### config.mk
export PLATFORM = sky130hd
export DESIGN_NAME = plc_out_reg
export DESIGN_NICKNAME = d
export VERILOG_FILES = /design/src/rtl/plc_pkg.sv /design/src/rtl/plc_out_reg.sv
export SDC_FILE = /design/constraint.sdc
export NUM_CORES = 1
export LEC_CHECK = 0
export ABC_AREA = 1
export BUFFER_PORTS_ARGS = -buffer_cell sky130_fd_sc_hd__clkbuf_2
export CAP_MARGIN = 20
export CORE_AREA = 2 2 39 41
export CTS_CLUSTER_DIAMETER = 30
export DETAILED_ROUTE_END_ITERATION = 16
export DIE_AREA = 0 0 41 43
export PLACE_DENSITY = 0.63
export SLEW_MARGIN = 20
export SYNTH_ARGS = -nofsm -noshare
export SYNTH_HDL_FRONTEND = slang
export SYNTH_SLANG_ARGS = --single-unit
### constraint.sdc
create_clock -name clk -period 0.8 [get_ports clk]
set_input_delay 0.04 -clock clk [delete_from_list [all_inputs] [get_ports clk]]
set_output_delay 0.04 -clock clk [all_outputs]
set_load 0.005 [all_outputs]
### src/rtl/plc_pkg.sv
// Shared types, constants and status codes for the paired Luhn code checker.
package plc_pkg;

    // Default required code length in characters
    localparam int CODE_LENGTH_DEF = 20;

    // Position counter width and saturation value
    localparam int POS_W = 7;
    localparam logic [POS_W-1:0] POS_MAX = {POS_W{1'b1}};

    // Character, digit and status widths
    localparam int CHAR_W = 8;
    localparam int DIGIT_W = 4;
    localparam int STATUS_W = 3;

    // Packed result width on the output stream, rounded up to whole bytes
    localparam int RES_W = STATUS_W + 2 * DIGIT_W;
    localparam int RES_TDATA_W = ((RES_W + 7) / 8) * 8;

    localparam logic [CHAR_W-1:0] CHAR_ZERO = 8'h30;
    localparam logic [CHAR_W-1:0] CHAR_NINE = 8'h39;
    localparam logic [DIGIT_W:0] MOD_BASE = 5'd10;
    localparam logic [DIGIT_W:0] DOUBLE_FOLD = 5'd9;

    // Check status codes
    typedef enum logic [STATUS_W-1:0] {
        ST_OK     = 3'd0,
        ST_LENGTH = 3'd1,
        ST_REPEAT = 3'd2,
        ST_DIGIT  = 3'd3,
        ST_SUM    = 3'd4
    } status_t;

    // Decoded character: digit flag and weighted digit value
    typedef struct packed {
        logic                 is_digit;
        logic [DIGIT_W-1:0]   value;
    } digit_t;

    // One result item
    typedef struct packed {
        status_t              status;
        logic [DIGIT_W-1:0]   odd_sum;
        logic [DIGIT_W-1:0]   even_sum;
    } result_t;

    // Add a digit to an accumulator, modulo 10
    function automatic logic [DIGIT_W-1:0] add_mod10(input logic [DIGIT_W-1:0] acc,
                                                     input logic [DIGIT_W-1:0] v);
        logic [DIGIT_W:0] s;
        s = {1'b0, acc} + {1'b0, v};
        if (s >= MOD_BASE)
        begin
            s = s - MOD_BASE;
        end
        return s[DIGIT_W-1:0];
    endfunction

endpackage

### src/rtl/plc_out_reg.sv
// Result register holding one check result until the master side takes it.
module plc_out_reg (
    input  logic                            clk,
    input  logic                            rst_n,
    input  logic                            load,
    input  plc_pkg::result_t                load_data,
    output logic                            free,
    output logic                            m_tvalid,
    input  logic                            m_tready,
    // m_tdata fields from bit 0 up: check_status[2:0], even_pos_sum[6:3],
    // odd_pos_sum[10:7], zero fill
    output logic [plc_pkg::RES_TDATA_W-1:0] m_tdata
);
    import plc_pkg::*;

    logic    valid_reg;
    logic    valid_next;
    result_t data_reg;

    // Slot is free when empty or being drained this cycle
    assign free = !valid_reg || m_tready;

    always_comb
    begin
        valid_next = valid_reg;
        if (load)
        begin
            valid_next = 1'b1;
        end
        else if (m_tready)
        begin
            valid_next = 1'b0;
        end
    end

    // Hold the valid flag across stalls
    always_ff @(posedge clk or negedge rst_n)
    begin
        if (!rst_n)
        begin
            valid_reg <= 1'b0;
        end
        else
        begin
            valid_reg <= valid_next;
        end
    end

    // Capture payload on load
    always_ff @(posedge clk)
    begin
        if (load)
        begin
            data_reg <= load_data;
        end
    end

    assign m_tvalid = valid_reg;
    assign m_tdata = {{(RES_TDATA_W - RES_W){1'b0}},
                      data_reg.odd_sum, data_reg.even_sum, data_reg.status};

endmodule

# Yosys cells after proc, flatten, opt, wreduce, memory -nomap -nowiden
# Cells that the tools add are included.
classes:
  n_addsub: 0
  mul: 0
  n_div: 0
  order_cmp: 0
  eq_ne: 0
  n_shift: 0
  mux: 2
  bitwise: 0
  reduce_logical: 3
ops:
  columns: ["operator", "count"]
  rows:
  - ["$mux 1", 2]
  - ["$reduce_bool 2->1", 1]
  - ["$logic_not 1->1", 1]
  - ["$logic_or 1x1->1", 1]
word_totals:
  regBits: 12
  latch_bits: 0
  ram_bits: 0
  mem_bits_ro: 0
  inputBits: 15
  out_inout_bits: 18
  elab_cells: 9
  memories: 0

# Longest topological paths before layout
depth:
  ltp_word: 2
  ltp_mapped: 3
  mapped_depth_nobuf: 3

# Least setup slack after synthesis
# OpenSTA, ideal clock, no wires.
synth_path:
  path_kind: "reg-to-reg"
  start: "register, netlist name m_tvalid"
  end: "register valid_reg (netlist: m_tvalid)"
  setup_ns: 0.117
  t_arrival_ns: 0.503
  t_required_ns: 0.683
  setup_slack_ns: 0.181
  path_stages_with_launch: 3
  path_buffers: 0
  synth_period_minus_slack_ns: 0.619
  cell_sequence: "dfrtp_1 nand2_2 nand2_2"
synth_rtl:
  columns: ["item", "line_no", "rtl"]
  rows:
  - ["end signal: assignment", "plc_out_reg.sv:45", "valid_reg <= valid_next;"]
  - ["end: declaration", "plc_out_reg.sv:16", "logic valid_reg;"]

# Worst setup path in the final report
layout_path:
  start: "register valid_reg (netlist: m_tvalid)"
  end: "output port free"
layout_via:
  elab_chain_len: 2
layout_rtl:
  columns: ["item", "line_no", "rtl"]
  rows:
  - ["$logic_not 1->1", "plc_out_reg.sv:21", "assign free = !valid_reg || m_tready;"]
  - ["$logic_or 1x1->1", "plc_out_reg.sv:21", null]
  - ["end: declaration", "plc_out_reg.sv:7", "output logic free,"]
# Every way passes these cells.

==> flow_summary.json <==
{
  "fin_ws_ns": -0.0825,
  "yosysMostFrequentCell": "edfxtp_1",
  "grt_setup_unrepaired": "true",
  "synth_top_area_cell": "edfxtp_1",
  "dr_wl_met3_microns": 124,
  "yosysSeqAreaShare": 0.853,
  "dp.cells": 64,
  "grt_first_pass_wirelength_microns": 1300,
  "period_needed_ns": 0.882,
  "clock_skew_ns": 0,
  "die_h_microns": 43,
  "rrSetupSlack_ns": 0.09,
  "r2r-end": "m_tvalid$_DFFE_PN0P_",
  "cts_tree": "built",
  "arrival_ns": 0.84,
  "vias": 302,
  "dieWidth_microns": 41,
  "synth_top_area_frac": 0.793,
  "timing.final.max_slew_violations": 0,
  "first_iter_violations": 4,
  "hold_viol": 0,
  "reg2reg_depth": 3,
  "clock_latency_ns": 0.27,
  "wl_met1_microns": 359,
  "async_reset_ff_frac": 0.0833,
  "synthDistinctLibCells": 6,
  "fp.dieArea_sq_um": 1760,
  "core_area_sq_um": 1380,
  "cts_root_buf": "clkbuf_4",
  "grt_pass1_vias": 325,
  "powerDensity_nw_per_um2": 1950,
  "post_drt_via_cell_ratio": 3.73,
  "path_max_fanout": 2,
  "place.port_buffers": 27,
  "postSynthRegisterBits": 12,
  "vdd_ir_drop_max_mv": 0.868,
  "cap_violations": 0,
  "stdcell_count": 81,
  "synth_common_cells": "11 x edfxtp_1, 5 x buf_4, 2 x inv_1, 2 x nand2_2",
  "hold_path_class": "in2async",
  "start_util": 0.301,
  "antenna_cells": 0,
  "synth.avg_cell_area_sq_um": 18.9,
  "grt_antenna_before_repair": 0,
  "worstReg2RegStart": "m_tvalid$_DFFE_PN0P_",
  "cts_buffers": 3,
  "drcViolationCount": 0,
  "dr.pass1.iters": 2,
  "pin_count": 33,
  "ant_nets": 0,
  "fin_util": 0.515,
  "crit_type": "reg2out",
  "fmax_ghz": 1.13,
  "area_growth_pct": 71.2,
  "grt_max_degree": 13,
  "leakage_uw": 0.000338,
  "cts_buffer_depth": 2,
  "yosys-top-cells-area": "edfxtp_1 79%, buf_4 9.0%, dfrtp_1 6.0%",
  "cts.sinks": 12,
  "hpwl_microns": 578,
  "htree_levels": 1,
  "yosys_warnings": 0,
  "fin_crit_sh": 1.10,
  "synth_edf_count": 11,
  "grt-ovfl-total": 0,
  "syn_area_sq_um": 417,
  "startpoint_type": "register",
  "nets": 81,
  "violations": "negative setup slack",
  "ys.flop_type": "edfxtp_1",
  "route.met2.wl_microns": 430,
  "final_layout_size_suffix_gt1_frac": 0.523,
  "highest_layer": "met3",
  "critPathCaptureType": "output port",
  "grt_util_all_layers": 0.119,
  "rows": 14,
  "outcome": "finished, violations left",
  "clkTransAtPathRegs_ns": 0.08,
  "setup_viol": 5,
  "avgRoutedWirePerCell_microns": 11.3,
  "cp.required_ns": 0.76,
  "syn_inst": 22,
  "gp_congestion": 0.601,
  "wirelength_microns": 914
}
[repair_timing]
action	4_1_cts	5_1_grt
endpoints found under the hold margin	12	0
pin swaps	1	0
hold buffers	12	0
resized for setup	0	1
endpoints found under the setup margin	6	13
buffers inserted	1	0
[metal layers]
| layer | track usage | vias up |
|---|---|---|
| li1 | - | 150 |
| met1 | 0.119 | 123 |
| met2 | 0.194 | 29 |
| met3 | 0.0419 | 0 |
| met4 | 0.0800 | 0 |
| met5 | 0 | - |
[area by class of cell]
| type | count | area, sq um |
|---|---|---|
| Sequential cell | 12 | 355 |
| Inverter | 2 | 7.51 |
| Clock buffer | 4 | 36.3 |
| Fill cell | 120 | 671 |
| Timing Repair Buffer | 40 | 263 |
| Tap cell | 16 | 20.0 |
| Multi-Input combinational cell | 7 | 31.3 |
[critical path, cell delays in order, from the launching register on]
cell and delay, ns:
dfrtp_1 0.40, nand2_2 0.07, clkbuf_2 0.10
[kinds of logic after synthesis]
logic type    synth area share
other cells            0.00900
buf+inv                  0.108
simple gates            0.0300
flops                    0.853
[registers in the layout, indices dropped and copies added, names as in the netlist]
| name | flops |
|---|---|
| m_tdata | 11 |
| m_tvalid | 1 |
[where the power goes]
part / leakage, uW / internal [uW] / switching (uW)
Sequential: 0.000118 / 738 / 14.5
Combinational: 0.000199 / 101 / 64.8
Clock: 0.0000210 / 276 / 194
Total: 0.000338 / 1110 / 273
[how the worst max path moves through the flow]
stage / startpoint / endpoint / cells after the start
after floorplan: m_tvalid$_DFFE_PN0P_ / m_tvalid$_DFFE_PN0P_ / 2
after global placement: load / m_tdata[9]$_DFFE_PP_ / 1
after detailed placement: load / m_tdata[1]$_DFFE_PP_ / 1
after CTS: m_tvalid$_DFFE_PN0P_ / free / 2
after global routing: m_tvalid$_DFFE_PN0P_ / free / 2
final: m_tvalid$_DFFE_PN0P_ / free / 2
[metrics by stage]
step	hold WS, ns	setup TNS (ns)	worst slack (ns)	instance area (sq um)	total power [uW]
3_3_place_gp	-0.183	0	0.178	549	878
4_1_cts	0.0624	-0.171	-0.0794	713	1400
3_5_place_dp	-0.184	0	0.158	549	882
5_1_grt	0.0675	-0.698	-0.140	713	1470
6_report	0.0863	-0.151	-0.0825	713	1390
2_1_floorplan	-0.256	0	0.181	432	804
[placed cells by master, fill, tap and decap left out]
master	count
clkbuf_8	1
clkbuf_4	3
buf_4	1
conb_1	5
nand2_2	2
dfrtp_1	1
inv_1	2
buf_2	1
edfxtp_1	11
dlygate4sd3_1	12
clkbuf_2	26
Power figures use the tool's default switching activity.
